==> config.mk <==
export PLATFORM = sky130hd
export DESIGN_NAME = osl_stiff
export DESIGN_NICKNAME = d
export VERILOG_FILES = /design/src/hw/rtl/osl_pkg.sv /design/src/hw/rtl/osl_stiff.sv
export SDC_FILE = /design/constraint.sdc
export NUM_CORES = 2
export LEC_CHECK = 0
export ABC_AREA = 1
export BUFFER_PORTS_ARGS = -buffer_cell sky130_fd_sc_hd__buf_2
export CAP_MARGIN = 5
export CORE_MARGIN = 5
export CORE_UTILIZATION = 38
export CTS_CLUSTER_DIAMETER = 120
export DETAILED_ROUTE_END_ITERATION = 7
export RECOVER_POWER = 25
export SYNTH_ARGS = -nofsm -noshare
export SYNTH_HDL_FRONTEND = slang
export SYNTH_SLANG_ARGS = --single-unit
==> constraint.sdc <==
create_clock -name clk -period 7.2 [get_ports clk]
set_input_delay 0.72 -clock clk [delete_from_list [all_inputs] [get_ports clk]]
set_output_delay 0.72 -clock clk [all_outputs]
set_load 0.05 [all_outputs]
==> src/hw/rtl/osl_pkg.sv <==
// Shared types, constants and helpers for the orthotropic plane-stress law.
// Used by every module of the block; depends on nothing else.
package osl_pkg;

  localparam int FRAC_BITS = 16;
  localparam int WORD_W    = 32;
  localparam int MOD_W     = 31;
  localparam int NU_W      = 18;
  localparam int CFG_IDX_W = 2;
  // Dividend width of the shared divider: |nu * Ey| stays below 2^48.
  localparam int DIV_W     = 48;
  localparam int CNT_W     = $clog2(DIV_W);
  localparam int DEN_W     = FRAC_BITS + 1;

  typedef enum logic [CFG_IDX_W-1:0] {
    CFG_MODULUS_X  = 2'd0,
    CFG_MODULUS_Y  = 2'd1,
    CFG_POISSON_XY = 2'd2,
    CFG_SHEAR_MOD  = 2'd3
  } cfg_idx_t;

  typedef enum logic [2:0] {
    ST_START,
    ST_DIV_NUYX,
    ST_CHECK,
    ST_DIV_Q11,
    ST_DIV_Q22,
    ST_DIV_Q12,
    ST_DONE
  } stf_state_t;

  typedef struct packed {
    logic                     use_gradient;
    logic                     want_stress;
    logic                     want_tensor;
    logic signed [WORD_W-1:0] strain_xx;
    logic signed [WORD_W-1:0] strain_yy;
    logic signed [WORD_W-1:0] shear_strain;
    logic signed [WORD_W-1:0] grad_f11;
    logic signed [WORD_W-1:0] grad_f12;
    logic signed [WORD_W-1:0] grad_f21;
    logic signed [WORD_W-1:0] grad_f22;
  } in_word_t;

  typedef struct packed {
    logic signed [WORD_W-1:0] stress_xx;
    logic signed [WORD_W-1:0] stress_yy;
    logic signed [WORD_W-1:0] shear_stress;
    logic signed [WORD_W-1:0] strain_xx_out;
    logic signed [WORD_W-1:0] strain_yy_out;
    logic signed [WORD_W-1:0] shear_strain_out;
    logic signed [WORD_W-1:0] stiff_11;
    logic signed [WORD_W-1:0] stiff_12;
    logic signed [WORD_W-1:0] stiff_22;
    logic        [MOD_W-1:0]  stiff_66;
    logic        [1:0]        valid_kind;
    logic                     material_error;
  } out_word_t;

  // Stiffness terms handed from the stiffness unit to the stress pipeline.
  typedef struct packed {
    logic                     ready;
    logic                     err;
    logic signed [WORD_W-1:0] q11;
    logic signed [WORD_W-1:0] q12;
    logic signed [WORD_W-1:0] q22;
    logic        [MOD_W-1:0]  q66;
  } stiff_t;

  // Saturate a wide signed value to the signed 32-bit range.
  function automatic logic signed [WORD_W-1:0] sat_word(input logic signed [65:0] v);
    logic signed [WORD_W-1:0] r;
    if (v[65:WORD_W-1] == '0 || v[65:WORD_W-1] == '1) begin
      r = v[WORD_W-1:0];
    end else if (v[65]) begin
      r = {1'b1, {(WORD_W-1){1'b0}}};
    end else begin
      r = {1'b0, {(WORD_W-1){1'b1}}};
    end
    return r;
  endfunction

endpackage

==> src/hw/rtl/osl_stiff.sv <==
// Configuration registers and reduced-stiffness unit with a shared radix-2 divider.
// Depends on osl_pkg.
module osl_stiff import osl_pkg::*; (
  input  logic                 clk,
  input  logic                 rst_n,
  input  logic                 cfg_we,
  input  logic [CFG_IDX_W-1:0] cfg_index,
  input  logic [MOD_W-1:0]     cfg_wdata,
  output stiff_t               stf
);

  logic [MOD_W-1:0]       mod_x_r, mod_y_r, shear_r;
  logic signed [NU_W-1:0] nu_r;

  stf_state_t state_r, state_nxt;
  logic [CNT_W-1:0]  cnt_r;
  logic [DIV_W-1:0]  num_r;
  logic [MOD_W-1:0]  rem_r, dsr_r;
  logic signed [WORD_W-1:0] q11_r, q12_r, q22_r;
  logic err_r;

  logic [NU_W-1:0]    an;
  logic [DIV_W:0]     nuey_full;
  logic [DIV_W-1:0]   nuey_mag;
  logic [MOD_W:0]     rem_sh;
  logic               div_ge;
  logic [MOD_W-1:0]   rem_step;
  logic [DIV_W-1:0]   num_step;
  logic               div_last;
  logic [DIV_W+1:0]   prod;
  logic               chk_err;
  logic [DEN_W-1:0]   den;
  logic [WORD_W-1:0]  q_pos;
  logic [WORD_W-1:0]  q_neg;

  logic               div_load, div_run;
  logic [DIV_W-1:0]   ld_num;
  logic [MOD_W-1:0]   ld_dsr;
  logic               cap_q11, cap_q22, cap_q12;

  always_ff @(posedge clk) begin
    if (!rst_n) begin
      mod_x_r <= MOD_W'(65536);
      mod_y_r <= MOD_W'(65536);
      nu_r    <= '0;
      shear_r <= MOD_W'(32768);
    end else if (cfg_we) begin
      case (cfg_idx_t'(cfg_index))
        CFG_MODULUS_X:  mod_x_r <= cfg_wdata;
        CFG_MODULUS_Y:  mod_y_r <= cfg_wdata;
        CFG_POISSON_XY: nu_r    <= cfg_wdata[NU_W-1:0];
        CFG_SHEAR_MOD:  shear_r <= cfg_wdata;
        default: ;
      endcase
    end
  end

  assign an        = nu_r[NU_W-1] ? NU_W'(-nu_r) : NU_W'(nu_r);
  assign nuey_full = (DIV_W+1)'(an) * (DIV_W+1)'(mod_y_r);
  assign nuey_mag  = nuey_full[DIV_W-1:0];

  // One quotient bit per cycle, restoring form.
  assign rem_sh   = {rem_r, num_r[DIV_W-1]};
  assign div_ge   = rem_sh >= {1'b0, dsr_r};
  assign rem_step = div_ge ? MOD_W'(rem_sh - {1'b0, dsr_r}) : rem_sh[MOD_W-1:0];
  assign num_step = {num_r[DIV_W-2:0], div_ge};
  assign div_last = cnt_r == CNT_W'(DIV_W - 1);

  // After the first division num_r holds |nu_yx|.
  assign prod    = (DIV_W+2)'(an) * (DIV_W+2)'(num_r[2*FRAC_BITS-1:0]);
  assign chk_err = (an != '0 && num_r[DIV_W-1:2*FRAC_BITS] != '0)
                   || prod[DIV_W+1:2*FRAC_BITS] != '0;
  assign den     = DEN_W'(1 << FRAC_BITS) - {1'b0, prod[2*FRAC_BITS-1:FRAC_BITS]};

  assign q_pos = (num_step[DIV_W-1:WORD_W-1] != '0) ? {1'b0, {(WORD_W-1){1'b1}}}
                                                     : {1'b0, num_step[WORD_W-2:0]};
  assign q_neg = (num_step[DIV_W-1:WORD_W-1] != '0) ? {1'b1, {(WORD_W-1){1'b0}}}
                                                     : WORD_W'(-{1'b0, num_step[WORD_W-2:0]});

  always_comb begin
    state_nxt = state_r;
    case (state_r)
      ST_START:    state_nxt = (mod_x_r == '0 || mod_y_r == '0) ? ST_DONE : ST_DIV_NUYX;
      ST_DIV_NUYX: if (div_last) state_nxt = ST_CHECK;
      ST_CHECK:    state_nxt = chk_err ? ST_DONE : ST_DIV_Q11;
      ST_DIV_Q11:  if (div_last) state_nxt = ST_DIV_Q22;
      ST_DIV_Q22:  if (div_last) state_nxt = ST_DIV_Q12;
      ST_DIV_Q12:  if (div_last) state_nxt = ST_DONE;
      ST_DONE:     state_nxt = ST_DONE;
      default:     state_nxt = ST_START;
    endcase
    if (cfg_we) state_nxt = ST_START;
  end

  always_comb begin
    div_load = 1'b0;
    div_run  = 1'b0;
    ld_num   = '0;
    ld_dsr   = '0;
    cap_q11  = 1'b0;
    cap_q22  = 1'b0;
    cap_q12  = 1'b0;
    case (state_r)
      ST_START: begin
        div_load = 1'b1;
        ld_num   = nuey_mag;
        ld_dsr   = mod_x_r;
      end
      ST_DIV_NUYX: div_run = 1'b1;
      ST_CHECK: begin
        div_load = 1'b1;
        ld_num   = DIV_W'({mod_x_r, {FRAC_BITS{1'b0}}});
        ld_dsr   = MOD_W'(den);
      end
      ST_DIV_Q11: begin
        if (div_last) begin
          cap_q11  = 1'b1;
          div_load = 1'b1;
          ld_num   = DIV_W'({mod_y_r, {FRAC_BITS{1'b0}}});
          ld_dsr   = dsr_r;
        end else begin
          div_run = 1'b1;
        end
      end
      ST_DIV_Q22: begin
        if (div_last) begin
          cap_q22  = 1'b1;
          div_load = 1'b1;
          ld_num   = nuey_mag;
          ld_dsr   = dsr_r;
        end else begin
          div_run = 1'b1;
        end
      end
      ST_DIV_Q12: begin
        if (div_last) begin
          cap_q12 = 1'b1;
        end else begin
          div_run = 1'b1;
        end
      end
      default: ;
    endcase
  end

  always_ff @(posedge clk) begin
    if (!rst_n) begin
      state_r <= ST_START;
      cnt_r   <= '0;
      err_r   <= 1'b0;
    end else begin
      state_r <= state_nxt;
      if (div_load) begin
        cnt_r <= '0;
      end else if (div_run) begin
        cnt_r <= cnt_r + 1'b1;
      end
      if (state_r == ST_START) begin
        err_r <= (mod_x_r == '0 || mod_y_r == '0);
      end else if (state_r == ST_CHECK && chk_err) begin
        err_r <= 1'b1;
      end
    end
  end

  always_ff @(posedge clk) begin
    if (div_load) begin
      num_r <= ld_num;
      rem_r <= '0;
      dsr_r <= ld_dsr;
    end else if (div_run) begin
      num_r <= num_step;
      rem_r <= rem_step;
    end
    if (cap_q11) q11_r <= q_pos;
    if (cap_q22) q22_r <= q_pos;
    if (cap_q12) q12_r <= nu_r[NU_W-1] ? q_neg : q_pos;
  end

  assign stf.ready = state_r == ST_DONE;
  assign stf.err   = err_r;
  assign stf.q11   = q11_r;
  assign stf.q12   = q12_r;
  assign stf.q22   = q22_r;
  assign stf.q66   = shear_r;

endmodule

## Yosys cells after proc, flatten, opt, wreduce, memory -nomap -nowiden

Cells that the tools add are included.

- Reduce and logical (&&, ||, !) cells: 25
- Add/subtract/negate cells: 5
- Magnitude comparators: 1
- Equal/unequal tests: 15
- Mux-type cells: 28
- Bitwise logic cells: 1
- $mul: 2

Operators with widths:

| kind | number |
|---|---|
| 48-bit one-hot mux with 4 select lines | 1 |
| 48-bit two-way mux | 3 |
| 31-bit two-way mux | 3 |
| 31-bit one-hot mux with 3 select lines | 1 |
| 32-bit two-way mux | 2 |
| 31-bit logical NOT | 2 |
| 18-bit by 32-bit multiplier with 50-bit output | 1 |
| 18-bit by 31-bit multiplier with 48-bit output | 1 |
| 47-bit two-way mux | 1 |
| 18-bit nonzero test | 2 |
| 32-bit by 31-bit >= comparator with 1-bit output | 1 |
| 31-bit negator with 32-bit output | 1 |
| 31-bit subtractor | 1 |
| 3-bit one-hot mux with 7 select lines | 1 |
| 18-bit two-way mux | 1 |
| 3-bit two-way mux | 6 |
| 18-bit negator | 1 |
| 17-bit nonzero test | 1 |
| 17-bit by 16-bit subtractor with 17-bit output, first input constant | 1 |
| 16-bit nonzero test | 1 |
| 2-bit != test, second input constant | 5 |
| 2-bit AND reduction | 5 |
| 3-bit == test, second input constant | 3 |
| 2-bit OR reduction | 4 |
| 16 further kinds | 28 |

- Input port bits: 36
- Output and inout port bits: 129
- Logic and storage cells: 90
- Bits in registers: 327

## Depth between registers and ports, before layout

- Depth in word-level cells: 8
- Mapped depth: 46
- Gate-level depth less buffers: 44

## Worst setup path before layout

No wires, ideal clock.

- Kind: register -> register
- Start: reg nu_r[0]
- End: reg dsr_r[12], data pin
- Library setup time: 0.253 ns
- Arrival: 6.830 ns
- Period minus slack after synthesis: 7.083 ns
- Slack: 0.117 ns
- Data required time: 6.947 ns
- Buffers on the path: 2
- Cell stages (with the launch flop): 44
- Cell sequence: dfxtp_1 -> buf_2 -> inv_2 -> ha_1 -> nand2_1 -> nor2_2 -> nand2_1 -> nand3_1 -> nand2_1 -> inv_1 -> clkbuf_1 -> nor2_1 -> fa_1 -> inv_1 -> fa_1 -> fa_1 -> fa_1 -> inv_1 -> (+8 left out) -> inv_1 -> nand2_1 -> nand2_1 -> inv_1 -> nand2_1 -> xor2_1 -> inv_1 -> ha_1 -> nand3_2 -> nor2_2 -> nand2_1 -> nor2_2 -> nand2_2 -> nor2_4 -> nand2_2 -> nor2_2 -> nand3b_1 -> nand2_1

- Longest elaborated chain between the ends: 5

Ends and longest elaborated chain:

| element | line | source |
|---|---|---|
| start: declaration | osl_stiff.sv:13 | `logic signed [NU_W-1:0] nu_r;` |
| start signal: assignment | osl_stiff.sv:51 | `CFG_POISSON_XY: nu_r <= cfg_wdata[NU_W-1:0];` |
| 18-bit negator | osl_stiff.sv:58 | `assign an = nu_r[NU_W-1] ? NU_W'(-nu_r) : NU_W'(nu_r);` |
| 18-bit two-way mux * | osl_stiff.sv:58 |  |
| 18-bit by 32-bit multiplier with 50-bit output * | osl_stiff.sv:70 | `assign prod = (DIV_W+2)'(an) * (DIV_W+2)'(num_r[2*FRAC_BITS-1:0]);` |
| 17-bit by 16-bit subtractor with 17-bit output * | osl_stiff.sv:73 | `assign den = DEN_W'(1 << FRAC_BITS) - {1'b0, prod[2*FRAC_BITS-1:FRAC_BITS]};` |
| 31-bit one-hot mux with 3 select lines * | osl_stiff.sv:103 | `case (state_r)` |
| net ld_dsr[12] | osl_stiff.sv:38 | `logic [MOD_W-1:0] ld_dsr;` |
| end signal: assignment | osl_stiff.sv:170 | `dsr_r <= ld_dsr;` |
| end: declaration | osl_stiff.sv:18 | `logic [MOD_W-1:0] rem_r, dsr_r;` |

Mark *: on every way through the listed nets, which the timed path passes. The rest lies on a longest branch.
A chain may end at the register's enable or synchronous reset.

## Worst setup path after layout

- Start: reg nu_r[6]
- End: reg dsr_r[11], data pin

The elaborated chain is that of the path after synthesis.

==> results.txt <==
first-pass GRT wire length: 288700 um
maximum vdd drop: 0.4156 mV
Req. time, crit path: 7.57 ns
reg2reg end: dsr_r[11]$_DFFE_PP_
cell leakage power: 29.19 nW
post-synthesis cell type count: 71
Synth async-reset ratio: 0%
unrepaired setup endpoints after global routing: yes
register area share after synthesis: 15.80%
cell mode on critical path: fa_1
most used routing layer in global routing: met2
Worst Tran Pin Value: 1.732 ns
Fmax: 139.8 MHz
post-route ant nets: 0
Post-Syn Area: 52160 um2
clk_lat worst skew: 0.62 ns
Reg2Reg Setup Slack: 0.05 ns
DRC violations left: 0
Placed Cells incl. Taps: 8837
critical path's slowest cell: fa_1
Synth Warn #: 0
Crit path max-delay family: adder cells
#FFs+latches synth: 325
hold-fix buffers at CTS: 0
ys flop type: edfxtp_1
layout cell share with drive strength beyond 1: 19.01%
Worst Path Buf+Inv: 10
Clock Sinks: 325
RePlAce Congestion: 0.9898
fin crit share: 99.34%
Crit Path Category: reg2reg
initial antenna violation count: 11
Post-DP HPWL: 156400 um
Slew Limit Fails: 25
min-delay src: cfg_wdata[28]
Setup crit start kind: flop
max-cap viol count: 1
Routed wire per std cell: 21.29 um
Final Util: 45.95%
Max transition margin: -15.47%
Core Area: 137000 um2
pwr/cell area: 303.7 nW/um2
port bufs: 162
number of global-route vias before repair: 46980
die width: 380.5 um
Fin. Hold Viols: 0
R2R Path Start: nu_r[6]$_SDFFE_PN0P_
row cnt: 136
TritonCTS buffer count: 42
average cell area after synthesis: 7.889 um2
global route overflow: 0
final-stage net count: 8421
Mapped Cells: 6611
vias per cell: 5.123
die height: 380.5 um
met3 Usage GRT: 5.637%
met2 Usage GRT: 40.80%
worst clock skew: 0.01997 ns
CTS root buf: clkbuf_16
failing checks: capacitance limit, slew limit
DRT iter0 DRCs: 3976
total wire length: 191600 um
Layout Cells excl Fill: 9001
minimum clock period after layout: 7.152 ns
gr usage total: 26.09%
max incr delay on CP: 0.63 ns
CTS tree: done
CP arrival: 7.53 ns
worst hold path stage count: 3
largest net degree at the start of global routing: 64
Hold Crit Endpoint: shear_r[28]$_SDFFE_PN0P_
CTS clk-pin slew, worst paths: 0.07 ns
Top-Level Pins: 165
grt met1 use: 35.66%
Clock Path Buffers: 3
die area: 144800 um2
r2r worst-path depth: 37
number of synthesized flops with an enable pin: 173
Area Overhead vs Synth: 20.69%
via count: 46120
Worst Hold Class: in2reg
Crit. End Element: flop
outcome: complete, but fails checks
setup violators final: 0
H-tree Lvls: 2
Worst Path Max Fanout: 9
Pre-Repair DR Iteration Count: 6
Starting Density: 38.07%
## worst min-delay path: cells and delay by family
family / cells / cell delay [ns]
AO/OA/AOI/OAI: 1 / 0.05
AND/OR/NAND/NOR: 1 / 0.06
buffers and inverters: 1 / 0.13
## logic make-up after synthesis
logic type                 share of synthesized area [%]
AOI/OAI and AO/OA                                  6.897
xor gates and xnor gates                           1.946
adders and majority gates                          42.76
buffers and inverters                              13.18
DFF                                                15.80
other                                           0.007190
and+or+nand+nor                                    19.42
## layer usage
metal | up-vias | wire [um]
met3 | 413 | 18000
met4 | 6 | 9529
met1 | 22900 | 80070
li1 | 20800 | -
met5 | - | 47
met2 | 1989 | 83980
## state kept, by name (all words and copies together) (netlist names)
signal,cells
num_r,48
q12_r,32
dsr_r,31
mod_x_r,31
mod_y_r,31
q11_r,31
q22_r,31
rem_r,31
shear_r,31
nu_r,18
cnt_r,6
state_r,3
err_r,1
## what timing repair did
| item | CTS | global route |
|---|---|---|
| gates cloned | 0 | 8 |
| pin swaps | 6 | 150 |
| resized for setup | 33 | 460 |
| setup endpoints to repair | 20 | 44 |
| buffers inserted | 5 | 70 |
## cell usage after synthesis (22+ instances only)
cell type / number / area [um2]
a21oi_1: 278 / 1391
buf_1: 28 / 105.1
clkbuf_1: 245 / 919.6
dfxtp_1: 152 / 3043
edfxtp_1: 173 / 5195
fa_1: 942 / 18860
ha_1: 275 / 3441
inv_1: 1472 / 5525
inv_2: 29 / 108.9
nand2_1: 1564 / 5871
nand2_2: 23 / 143.9
nand3_1: 117 / 585.6
nand4_1: 41 / 256.5
nor2_1: 637 / 2391
nor2_2: 22 / 137.6
nor3_1: 41 / 205.2
o21ai_0: 186 / 930.9
o21ai_1: 23 / 115.1
o22ai_1: 27 / 168.9
xnor2_1: 43 / 376.6
xor2_1: 51 / 446.7
## layout by cell type (no fill, tap or decap), types with 19 or more instances in the layout
cell / Yosys / routed
nand2_1: 1564 / 1471
inv_1: 1472 / 1429
fa_1: 942 / 931
nor2_1: 637 / 566
buf_4: 3 / 557
a21oi_1: 278 / 250
ha_1: 275 / 221
edfxtp_1: 173 / 173
buf_2: 17 / 162
o21ai_0: 186 / 160
dfxtp_1: 152 / 143
nand3_1: 117 / 103
nand2_2: 23 / 96
inv_2: 29 / 63
nor2_2: 22 / 61
clkbuf_16: 0 / 51
buf_12: 0 / 50
xor2_1: 51 / 48
xnor2_1: 43 / 42
ha_4: 0 / 42
nand4_1: 41 / 41
o21ai_1: 23 / 38
nor2_4: 4 / 36
nor3_1: 41 / 34
a21oi_2: 5 / 31
buf_6: 1 / 26
o22ai_1: 27 / 25
nand2_4: 5 / 24
a221oi_1: 19 / 19
nor4_1: 19 / 19
## power by group
part	leakage (nW)	internal, mW	switching, mW	total, mW
Clock	0.683	1.21	0.998	2.20
Combinational	25.7	5.91	8.42	14.3
Sequential	2.76	2.21	0.375	2.59
Total	29.2	9.33	9.79	19.1
## worst max path at each step
stage	startpoint	to	slack (ns)	cells after the start
2_1_floorplan	nu_r[0]$_SDFFE_PN0P_	dsr_r[12]$_DFFE_PP_	0.12	43
3_3_place_gp	nu_r[1]$_SDFFE_PN0P_	state_r[2]$_SDFFE_PP0P_	-0.23	34
3_5_place_dp	nu_r[1]$_SDFFE_PN0P_	state_r[2]$_SDFFE_PP0P_	-0.22	35
4_1_cts	nu_r[1]$_SDFFE_PN0P_	dsr_r[16]$_DFFE_PP_	0.0008	33
5_1_grt	nu_r[1]$_SDFFE_PN0P_	state_r[2]$_SDFFE_PP0P_	-0.25	39
6_report	nu_r[6]$_SDFFE_PN0P_	dsr_r[11]$_DFFE_PP_	0.05	37
## metrics by stage
stage	hold slack [ns]	setup TNS, ns	instance area [um2]	worst slack [ns]	total power [mW]
3_3_place_gp	0.4497	-0.9243	58890	-0.2334	15.16
6_report	0.4003	0	62950	0.04768	19.12
5_1_grt	0.4017	-2.514	62940	-0.2474	20.68
4_1_cts	0.3654	0	60400	0.0008056	17.55
3_5_place_dp	0.4529	-0.9726	58890	-0.2245	15.15
2_1_floorplan	0.4456	0	52160	0.1168	9.905
## area by class of cell
| cell class | count | area, um2 |
|---|---|---|
| sequential | 325 | 8249 |
| tap | 1794 | 2245 |
| timing repair buffer | 808 | 6543 |
| fill | 13450 | 74030 |
| clock buffer | 45 | 1094 |
| multi-input combinational | 4472 | 38770 |
| clock inverter | 32 | 290.3 |
| antenna | 6 | 15.01 |
| inverter | 1519 | 5746 |
(Power assumes the default switching activity.)
